<file path="src/rtl/core/ksh_pkg.sv">
// Shared types, codes and helpers for the k-mer store with Hamming search.
// Used by the controller, the datapath, the top level and the port checker.
`default_nettype none

package ksh_pkg;

  // Sizing defaults and fixed field widths.
  localparam int unsigned TableDepthDef = 64;
  localparam int unsigned MaxKmerBases  = 32;
  localparam int unsigned KmerW         = 64;
  localparam int unsigned LenW          = 6;
  localparam int unsigned StatusW       = 3;
  localparam logic [LenW-1:0] KmerLengthRst = 6'd3;

  // Command codes on the input tuser.
  localparam logic CMD_INSERT = 1'b0;
  localparam logic CMD_QUERY  = 1'b1;

  // Register index decoded from the APB address.
  localparam logic REG_KMER_LENGTH = 1'b0;

  // Result status codes.
  typedef enum logic [StatusW-1:0] {
    ST_INSERTED = 3'd0,
    ST_PRESENT  = 3'd1,
    ST_FULL     = 3'd2,
    ST_MATCH    = 3'd3,
    ST_NOMATCH  = 3'd4
  } status_e;

  // What the datapath loads into the output register.
  typedef enum logic [2:0] {
    EMIT_NONE,
    EMIT_INSERTED,
    EMIT_PRESENT,
    EMIT_FULL,
    EMIT_PEND_MID,
    EMIT_PEND_LAST,
    EMIT_NOMATCH
  } emit_e;

  // Controller to datapath commands.
  typedef struct packed {
    logic  load_item;
    logic  rd_en;
    logic  idx_inc;
    logic  take_pend;
    logic  wr_en;
    emit_e emit;
  } dp_cmd_t;

  // Datapath to controller status.
  typedef struct packed {
    logic is_query;
    logic hit;
    logic pend_valid;
    logic out_free;
    logic last_entry;
    logic empty;
    logic full;
  } dp_stat_t;

  // Two-bit mask per base that takes part in a comparison.
  function automatic logic [KmerW-1:0] length_mask(input logic [LenW-1:0] len);
    logic [LenW-1:0]  act;
    logic [KmerW-1:0] m;
    act = (len > LenW'(MaxKmerBases)) ? LenW'(MaxKmerBases) : len;
    for (int b = 0; b < KmerW / 2; b++) begin
      m[2*b +: 2] = {2{(LenW'(b) < act)}};
    end
    return m;
  endfunction

endpackage

`default_nettype wire

</file>
<file path="src/rtl/core/ksh_ctrl.sv">
// Sequencer for the k-mer store: steps through the table one entry at a time.
// Depends on ksh_pkg for the command and status structs.
`default_nettype none

module ksh_ctrl (
  input  wire logic              clk_i,
  input  wire logic              rst_ni,
  input  wire logic              in_valid_i,
  output logic                   in_ready_o,
  input  wire ksh_pkg::dp_stat_t stat_i,
  output ksh_pkg::dp_cmd_t       cmd_o
);
  import ksh_pkg::*;

  typedef enum logic [1:0] {
    S_IDLE,
    S_READ,
    S_CMP,
    S_FIN
  } state_e;

  state_e state_q, state_d;

  // Next state and datapath commands.
  always_comb begin
    state_d    = state_q;
    cmd_o      = '0;
    cmd_o.emit = EMIT_NONE;
    in_ready_o = 1'b0;
    unique case (state_q)
      S_IDLE: begin
        in_ready_o = 1'b1;
        if (in_valid_i) begin
          cmd_o.load_item = 1'b1;
          state_d = stat_i.empty ? S_FIN : S_READ;
        end
      end
      S_READ: begin
        cmd_o.rd_en = 1'b1;
        state_d = S_CMP;
      end
      S_CMP: begin
        if (!stat_i.is_query && stat_i.hit) begin
          // Insert of a k-mer that is already stored.
          if (stat_i.out_free) begin
            cmd_o.emit = EMIT_PRESENT;
            state_d = S_IDLE;
          end
        end else if (!(stat_i.hit && stat_i.pend_valid && !stat_i.out_free)) begin
          // A query hit replaces the held match, which goes out as non-last.
          if (stat_i.is_query && stat_i.hit) begin
            cmd_o.take_pend = 1'b1;
            if (stat_i.pend_valid) begin
              cmd_o.emit = EMIT_PEND_MID;
            end
          end
          if (stat_i.last_entry) begin
            state_d = S_FIN;
          end else begin
            cmd_o.idx_inc = 1'b1;
            state_d = S_READ;
          end
        end
      end
      S_FIN: begin
        if (stat_i.out_free) begin
          state_d = S_IDLE;
          if (!stat_i.is_query) begin
            if (stat_i.full) begin
              cmd_o.emit = EMIT_FULL;
            end else begin
              cmd_o.wr_en = 1'b1;
              cmd_o.emit  = EMIT_INSERTED;
            end
          end else begin
            cmd_o.emit = stat_i.pend_valid ? EMIT_PEND_LAST : EMIT_NOMATCH;
          end
        end
      end
      default: state_d = S_IDLE;
    endcase
  end

  // State register.
  always_ff @(posedge clk_i or negedge rst_ni) begin
    if (!rst_ni) begin
      state_q <= S_IDLE;
    end else begin
      state_q <= state_d;
    end
  end

endmodule

`default_nettype wire

</file>
<file path="src/rtl/core/ksh_dp.sv">
// Datapath of the k-mer store: entry memory, fill count, base comparator,
// held match and output register. Depends on ksh_pkg.
`default_nettype none

module ksh_dp #(
  parameter int unsigned TABLE_DEPTH = ksh_pkg::TableDepthDef
) (
  input  wire logic                         clk_i,
  input  wire logic                         rst_ni,
  input  wire logic [ksh_pkg::LenW-1:0]     kmer_length_i,
  input  wire logic                         cmd_i,
  input  wire logic [ksh_pkg::KmerW-1:0]    kmer_i,
  input  wire logic [ksh_pkg::LenW-1:0]     limit_i,
  input  wire ksh_pkg::dp_cmd_t             cmd_in_i,
  output ksh_pkg::dp_stat_t                 stat_o,
  input  wire logic                         out_ready_i,
  output logic                              out_valid_o,
  output logic [ksh_pkg::StatusW-1:0]       out_status_o,
  output logic [ksh_pkg::KmerW-1:0]         out_bases_o,
  output logic                              out_last_o
);
  import ksh_pkg::*;

  localparam int unsigned IdxW = $clog2(TABLE_DEPTH);
  localparam int unsigned CntW = $clog2(TABLE_DEPTH + 1);
  localparam int unsigned NumBases = KmerW / 2;

  // Item held for the length of one scan.
  logic             cmd_q;
  logic [KmerW-1:0] key_q;
  logic [KmerW-1:0] mask_q;
  logic [LenW-1:0]  limit_q;

  logic [IdxW-1:0]  idx_q;
  logic [CntW-1:0]  count_q;
  logic [KmerW-1:0] mem_q [TABLE_DEPTH];
  logic [KmerW-1:0] rd_data_q;

  logic             pend_valid_q;
  logic [KmerW-1:0] pend_bases_q;

  logic               out_valid_q;
  status_e            out_status_q;
  logic [KmerW-1:0]   out_bases_q;
  logic               out_last_q;
  logic               out_free;

  logic [KmerW-1:0]    diff_bits;
  logic [NumBases-1:0] diff_base;
  logic [LenW-1:0]     mm_cnt;
  logic                hit;

  // Item capture; the stored key keeps only the active bases.
  always_ff @(posedge clk_i) begin
    if (cmd_in_i.load_item) begin
      cmd_q   <= cmd_i;
      key_q   <= kmer_i & length_mask(kmer_length_i);
      mask_q  <= length_mask(kmer_length_i);
      limit_q <= limit_i;
    end
  end

  // Scan index and fill count.
  always_ff @(posedge clk_i or negedge rst_ni) begin
    if (!rst_ni) begin
      idx_q   <= '0;
      count_q <= '0;
    end else begin
      if (cmd_in_i.load_item) begin
        idx_q <= '0;
      end else if (cmd_in_i.idx_inc) begin
        idx_q <= idx_q + IdxW'(1);
      end
      if (cmd_in_i.wr_en) begin
        count_q <= count_q + CntW'(1);
      end
    end
  end

  // Entry memory: one write and one registered read port.
  always_ff @(posedge clk_i) begin
    if (cmd_in_i.wr_en) begin
      mem_q[count_q[IdxW-1:0]] <= key_q;
    end
    if (cmd_in_i.rd_en) begin
      rd_data_q <= mem_q[idx_q];
    end
  end

  // Per-base difference and Hamming distance of the entry just read.
  always_comb begin
    diff_bits = (rd_data_q ^ key_q) & mask_q;
    for (int b = 0; b < NumBases; b++) begin
      diff_base[b] = diff_bits[2*b] | diff_bits[2*b+1];
    end
    mm_cnt = LenW'($countones(diff_base));
    hit    = (cmd_q == CMD_QUERY) ? (mm_cnt <= limit_q) : (diff_base == '0);
  end

  // Held match: it becomes last only once the scan ends.
  always_ff @(posedge clk_i or negedge rst_ni) begin
    if (!rst_ni) begin
      pend_valid_q <= 1'b0;
    end else if (cmd_in_i.take_pend) begin
      pend_valid_q <= 1'b1;
    end else if (cmd_in_i.load_item || cmd_in_i.emit == EMIT_PEND_LAST) begin
      pend_valid_q <= 1'b0;
    end
  end

  always_ff @(posedge clk_i) begin
    if (cmd_in_i.take_pend) begin
      pend_bases_q <= rd_data_q;
    end
  end

  // Output register.
  assign out_free = !out_valid_q || out_ready_i;

  always_ff @(posedge clk_i or negedge rst_ni) begin
    if (!rst_ni) begin
      out_valid_q <= 1'b0;
    end else if (cmd_in_i.emit != EMIT_NONE) begin
      out_valid_q <= 1'b1;
    end else if (out_ready_i) begin
      out_valid_q <= 1'b0;
    end
  end

  always_ff @(posedge clk_i) begin
    unique case (cmd_in_i.emit)
      EMIT_INSERTED: begin
        out_status_q <= ST_INSERTED;
        out_bases_q  <= '0;
        out_last_q   <= 1'b1;
      end
      EMIT_PRESENT: begin
        out_status_q <= ST_PRESENT;
        out_bases_q  <= '0;
        out_last_q   <= 1'b1;
      end
      EMIT_FULL: begin
        out_status_q <= ST_FULL;
        out_bases_q  <= '0;
        out_last_q   <= 1'b1;
      end
      EMIT_PEND_MID: begin
        out_status_q <= ST_MATCH;
        out_bases_q  <= pend_bases_q;
        out_last_q   <= 1'b0;
      end
      EMIT_PEND_LAST: begin
        out_status_q <= ST_MATCH;
        out_bases_q  <= pend_bases_q;
        out_last_q   <= 1'b1;
      end
      EMIT_NOMATCH: begin
        out_status_q <= ST_NOMATCH;
        out_bases_q  <= '0;
        out_last_q   <= 1'b1;
      end
      default: begin
        out_status_q <= out_status_q;
      end
    endcase
  end

  assign out_valid_o  = out_valid_q;
  assign out_status_o = out_status_q;
  assign out_bases_o  = out_bases_q;
  assign out_last_o   = out_last_q;

  // Status back to the controller.
  always_comb begin
    stat_o.is_query   = (cmd_q == CMD_QUERY);
    stat_o.hit        = hit;
    stat_o.pend_valid = pend_valid_q;
    stat_o.out_free   = out_free;
    stat_o.last_entry = ((CntW'(idx_q) + CntW'(1)) == count_q);
    stat_o.empty      = (count_q == '0);
    stat_o.full       = (count_q == CntW'(TABLE_DEPTH));
  end

endmodule

`default_nettype wire

</file>
<file path="src/rtl/core/kmer_store_hamming_search_unit.sv">
// K-mer store with Hamming-distance search.
// Input stream: tuser = cmd (0 insert, 1 query); tdata = kmer_bases, then
// max_mismatches. Output stream: tuser = status, tdata = match_bases, tlast
// marks the final result of an item. kmer_length sits at APB address 0.
//
// An item is taken only while the unit is idle. Every item walks the stored
// entries in order, each entry read from memory and then compared, and it
// holds the unit until its final result is loaded into the output register;
// an insert that meets its k-mer stops at that entry.
// An insert answers once (inserted, already present or table full). A query
// sends each matching entry as soon as the next match or the end of the walk
// is known, so results trail by one match; it ends with tlast, or sends one
// no-match beat.
// Results leave through an output register; while the receiver stalls the
// walk pauses at the next result it must hand over. A new item may be taken
// while the last result still waits. Reset empties the table (fill count to
// zero) and sets kmer_length to 3; no clearing pass is needed.
// Depends on ksh_pkg, ksh_ctrl and ksh_dp.
`default_nettype none

module kmer_store_hamming_search_unit #(
  parameter int unsigned TABLE_DEPTH = ksh_pkg::TableDepthDef
) (
  input  wire logic        clk_i,
  input  wire logic        rst_ni,
  // Input beats.
  input  wire logic        s_axis_tvalid,
  output logic             s_axis_tready,
  input  wire logic [71:0] s_axis_tdata,  // [63:0] kmer_bases, [69:64] max_mismatches
  input  wire logic        s_axis_tuser,  // [0] cmd
  // Result beats.
  output logic             m_axis_tvalid,
  input  wire logic        m_axis_tready,
  output logic [63:0]      m_axis_tdata,  // [63:0] match_bases
  output logic [2:0]       m_axis_tuser,  // [2:0] status
  output logic             m_axis_tlast,
  // Register port.
  input  wire logic        psel,
  input  wire logic        penable,
  input  wire logic        pwrite,
  input  wire logic [2:0]  paddr,
  input  wire logic [31:0] pwdata,
  output logic [31:0]      prdata,
  output logic             pready
);
  import ksh_pkg::*;

  logic [LenW-1:0] kmer_length_q;
  logic            reg_sel;
  dp_cmd_t         dp_cmd;
  dp_stat_t        dp_stat;

  // Configuration register.
  assign pready  = 1'b1;
  assign reg_sel = (paddr[2] == REG_KMER_LENGTH);

  always_ff @(posedge clk_i or negedge rst_ni) begin
    if (!rst_ni) begin
      kmer_length_q <= KmerLengthRst;
    end else if (psel && penable && pwrite && pready && reg_sel) begin
      kmer_length_q <= pwdata[LenW-1:0];
    end
  end

  assign prdata = reg_sel ? {{(32-LenW){1'b0}}, kmer_length_q} : 32'd0;

  ksh_ctrl u_ctrl (
    .clk_i      (clk_i),
    .rst_ni     (rst_ni),
    .in_valid_i (s_axis_tvalid),
    .in_ready_o (s_axis_tready),
    .stat_i     (dp_stat),
    .cmd_o      (dp_cmd)
  );

  ksh_dp #(
    .TABLE_DEPTH (TABLE_DEPTH)
  ) u_dp (
    .clk_i         (clk_i),
    .rst_ni        (rst_ni),
    .kmer_length_i (kmer_length_q),
    .cmd_i         (s_axis_tuser),
    .kmer_i        (s_axis_tdata[KmerW-1:0]),
    .limit_i       (s_axis_tdata[KmerW +: LenW]),
    .cmd_in_i      (dp_cmd),
    .stat_o        (dp_stat),
    .out_ready_i   (m_axis_tready),
    .out_valid_o   (m_axis_tvalid),
    .out_status_o  (m_axis_tuser),
    .out_bases_o   (m_axis_tdata),
    .out_last_o    (m_axis_tlast)
  );

endmodule

`default_nettype wire

</file>
<file path="config.mk">
export PLATFORM = sky130hd
export DESIGN_NAME = kmer_store_hamming_search_unit
export DESIGN_NICKNAME = d
export VERILOG_FILES = /design/src/rtl/core/ksh_pkg.sv /design/src/rtl/core/ksh_ctrl.sv /design/src/rtl/core/ksh_dp.sv /design/src/rtl/core/kmer_store_hamming_search_unit.sv
export SDC_FILE = /design/constraint.sdc
export NUM_CORES = 2
export LEC_CHECK = 0
export BUFFER_PORTS_ARGS = -buffer_cell sky130_fd_sc_hd__buf_4
export CAP_MARGIN = 20
export CELL_PAD_IN_SITES_DETAIL_PLACEMENT = 1
export CELL_PAD_IN_SITES_GLOBAL_PLACEMENT = 2
export CORE_ASPECT_RATIO = 0.7
export CORE_MARGIN = 5
export CORE_UTILIZATION = 40
export CTS_CLUSTER_DIAMETER = 40
export DETAILED_ROUTE_END_ITERATION = 6
export PLACE_DENSITY = 0.73
export REMOVE_ABC_BUFFERS = 1
export SLEW_MARGIN = 20
export SYNTH_ARGS = -nofsm -noshare
export SYNTH_HDL_FRONTEND = slang
export SYNTH_HIERARCHICAL = 1
export SYNTH_SLANG_ARGS = --single-unit
</file>
<file path="constraint.sdc">
create_clock -name clk_i -period 10.5 [get_ports clk_i]
set_input_delay 1.575 -clock clk_i [delete_from_list [all_inputs] [get_ports clk_i]]
set_output_delay 1.575 -clock clk_i [all_outputs]
set_load 0.01 [all_outputs]
</file>
==> flow_metrics.env <==
export IMPL_first_global_vias=83700
export IMPL_layout_drive_gt1_share_pct=30.8
export IMPL_hp_start="u_dp/rd_data_q[2]"
export IMPL_place_gp_congestion=0.810
export IMPL_yosys_most_used_dff="edfxtp_1"
export IMPL_syn_area_sq_um=169000
export IMPL_port_buffer_count=160
export IMPL_rows=199
export IMPL_async_reset_ff_share_pct=0.521
export IMPL_post_cts_setup_buffers=0
export IMPL_rsz0062_at_grt="false"
export IMPL_crit_top_cell="fa_1"
export IMPL_timing_reg2reg_worst_path_depth=26
export IMPL_synth_edff_count=4395
export IMPL_critical_path_class="flop to flop"
export IMPL_grt_first_pass_wirelength_microns=714000
export IMPL_min_path_cells=0
export IMPL_vias=83400
export IMPL_worstReg2RegStart="u_dp/key_q[57]"
export IMPL_hold_viol_final=0
export IMPL_die_h_microns=553
export IMPL_power_leakage_uw=0.0591
export IMPL_worst_path_max_delay_cell="o21ai_0"
export IMPL_min_path_type="flop to flop"
export IMPL_yosys_area_top_type="edfxtp_1"
export IMPL_final_util_pct=46.0
export IMPL_wl_met2_microns=236000
export IMPL_fin_nets=7722
export IMPL_period_share_pct=91.2
export IMPL_cts_htree_levels=5
export IMPL_route_layer_met1_wl_microns=203000
export IMPL_clockRootBuffer="clkbuf_16"
export IMPL_synth_seq_cells=4418
export IMPL_drv_slew=0
export IMPL_synth_top_area_share_pct=78.2
export IMPL_fp_dieArea_sq_um=435000
export IMPL_fin_area_sq_um=193000
export IMPL_clk_latency_ns=1.00
export IMPL_core_area_sq_um=420000
export IMPL_grt_max_degree=109
export IMPL_clockBufferDepth=4
export IMPL_synth_warning_count=6
export IMPL_fp_dieW_microns=786
export IMPL_path_buf_inv=5
export IMPL_status="finished, final reports clean"
export IMPL_cap_viol_max_count=0
export IMPL_cts_buffers=442
export IMPL_ant_nets=0
export IMPL_clk_pin_slew_ns=0.06
export IMPL_r2r_end="u_dp/out_bases_o[59]"
export IMPL_drt_iter0_markers=12900
export IMPL_dp_hpwl_microns=278000
export IMPL_routedWlPerCell_microns=38.4
export IMPL_arrival_ns=10.38
export IMPL_cpPeakStageDelay_ns=0.88
export IMPL_powerDensity_nw_per_um2=268
export IMPL_max_freq_ghz=0.104
export IMPL_grt_overflow_total=0
export IMPL_hold_path_endpoint="u_dp/pend_bases_q[2]"
export IMPL_nFillCells=37600
export IMPL_wl_met3_microns=61000
export IMPL_vias_per_cell=6.14
export IMPL_finalSetupViolations=0
export IMPL_clock_sinks=4418
export IMPL_place_area_sq_um=178000
export IMPL_synth_avg_cell_area_sq_um=24.0
export IMPL_top_layer_used="met5"
export IMPL_timing_critical_path_max_delay_family="adder cells"
export IMPL_yosys_cell_count_top_type="edfxtp_1"
export IMPL_synth_distinct_cells=53
export IMPL_timing_final_crit_period_ns=9.58
export IMPL_grtUsageTotal_pct=23.7
export IMPL_fin_worst_skew_ns=0.105
export IMPL_synthCells=7027
export IMPL_rrSetupSlack_ns=0.92
export IMPL_synth_common_cells="edfxtp_1, mux4_2, clkbuf_1"
export IMPL_holdBufCountCts=0
export IMPL_required_ns=11.31
export IMPL_crit_path_end_kind="flop"
export IMPL_cts_resized_gates=0
export IMPL_synth_seq_area_share_pct=78.5
export IMPL_tightest_slew_ns=1.32
export IMPL_synth_area_leaders="edfxtp_1, mux4_2, mux2i_1"
export IMPL_wirelength_microns=522000
export IMPL_drcViolationCount=0
export IMPL_cp_max_fo=65
export IMPL_startpoint_type="flop"
export IMPL_cts_tree="done"
export IMPL_antenna_found_initial=34
export IMPL_first_pass_iters=6
export IMPL_ios=218
export IMPL_syn_to_final_growth_pct=14.4
export IMPL_relSlewSlack_pct=11.7
export IMPL_peakVddDrop_uv=866
export IMPL_initial_utilization_pct=40.2
cells in the final DEF (no fill, tap or decap), drive strengths merged, types with 5 or more instances in the layout:
cell / n
edfxtp: 4395
mux4: 1216
clkbuf: 508
buf: 456
clkinv: 168
nor2: 156
mux2i: 130
a22oi: 128
inv: 98
and2: 97
o22ai: 65
xor2: 60
bufinv: 56
nor2b: 45
o21ai: 44
clkinvlp: 32
nand2: 29
conb: 27
fa: 24
xnor2: 23
dfrtp: 21
a21oi: 20
diode: 17
ha: 17
nand2b: 12
nand4: 11
nand3: 11
nor3: 9
and2b: 7
mux2: 6
a21o: 6
or3: 5
nor4: 5
a31oi: 5
a21boi: 5
logic make-up (layout without fill, tap and decap cells):
| group | after synthesis | after routing | share of synthesized area, % |
|---|---|---|---|
| AO/OA/AOI/OAI | 284 | 284 | 1.12 |
| multiplexers | 1352 | 1352 | 17.0 |
| XOR/XNOR | 83 | 83 | 0.431 |
| AND/OR/NAND/NOR | 399 | 399 | 1.22 |
| adder cells (fa/ha/maj) | 41 | 41 | 0.411 |
| flip-flops | 4418 | 4418 | 78.5 |
| other | 2 | 44 | 0.00445 |
| buffers and inverters | 448 | 1318 | 1.24 |
power by group:
group / total (uW) / internal, uW / switching [uW]
clock: 16200 / 9260 / 6910
sequential: 21700 / 21100 / 574
combinational: 13800 / 5980 / 7830
total: 51700 / 36400 / 15300
metrics by stage:
step / std cells / setup WS, ns / power (uW) / setup TNS (ns) / hold slack [ns]
floorplan: 6666 / -35.03 / 34900 / -2215.14 / 0.447
global placement: 12700 / 1.23 / 35700 / 0 / 0.450
detailed placement: 12700 / 1.02 / 35800 / 0 / 0.458
CTS: 13500 / 0.984 / 51900 / 0 / 0.467
global route: 13600 / 0.534 / 53900 / 0 / 0.480
finish: 13600 / 0.924 / 51700 / 0 / 0.467
per-layer routing:
| layer | track usage, % | up-vias |
|---|---|---|
| met4 | 8.04 | 10 |
| met2 | 35.5 | 5531 |
| met1 | 34.2 | 45800 |
| met3 | 5.76 | 920 |
| li1 | - | 31100 |
| met5 | 0 | - |
registers in the layout, indices dropped and copies added (netlist names):
register,cells
u_dp/idx_q,6
u_dp/mem_q,4096
u_dp/cmd_q,1
u_ctrl/state_q,2
u_dp/out_last_o,1
u_dp/key_q,64
u_dp/count_q,7
kmer_length_q,6
u_dp/out_bases_o,64
u_dp/out_valid_o,1
u_dp/rd_data_q,64
u_dp/out_status_o,3
u_dp/mask_q,32
u_dp/pend_valid_q,1
u_dp/pend_bases_q,64
u_dp/limit_q,6
final cells by class:
| type | instances | area (sq um) | share of cell area, % |
|---|---|---|---|
| multi-input combinational | 2186 | 34800 | 18.0 |
| timing repair buffer | 456 | 3810 | 1.97 |
| clock inverter | 292 | 3200 | 1.65 |
| tap | 5628 | 7040 | 3.65 |
| antenna | 17 | 42.5 | 0.0220 |
| sequential | 4418 | 133000 | 68.6 |
| clock buffer | 508 | 11500 | 5.94 |
| inverter | 62 | 233 | 0.120 |
how the worst max path moves through the flow:
stage	start	endpoint	slack (ns)	cells past startpoint
after CTS	u_dp/key_q[27]	u_dp/out_bases_o[46]	0.98	26
after global placement	u_dp/key_q[10]	u_dp/out_bases_o[19]	1.23	27
final	u_dp/key_q[57]	u_dp/out_bases_o[59]	0.92	26
after floorplan	u_dp/idx_q[0]	u_dp/idx_q[5]	-35.03	11
after detailed placement	u_dp/rd_data_q[27]	u_dp/out_bases_o[59]	1.02	26
after global routing	u_dp/key_q[27]	u_dp/out_bases_o[46]	0.53	26
(Power assumes the default switching activity.)
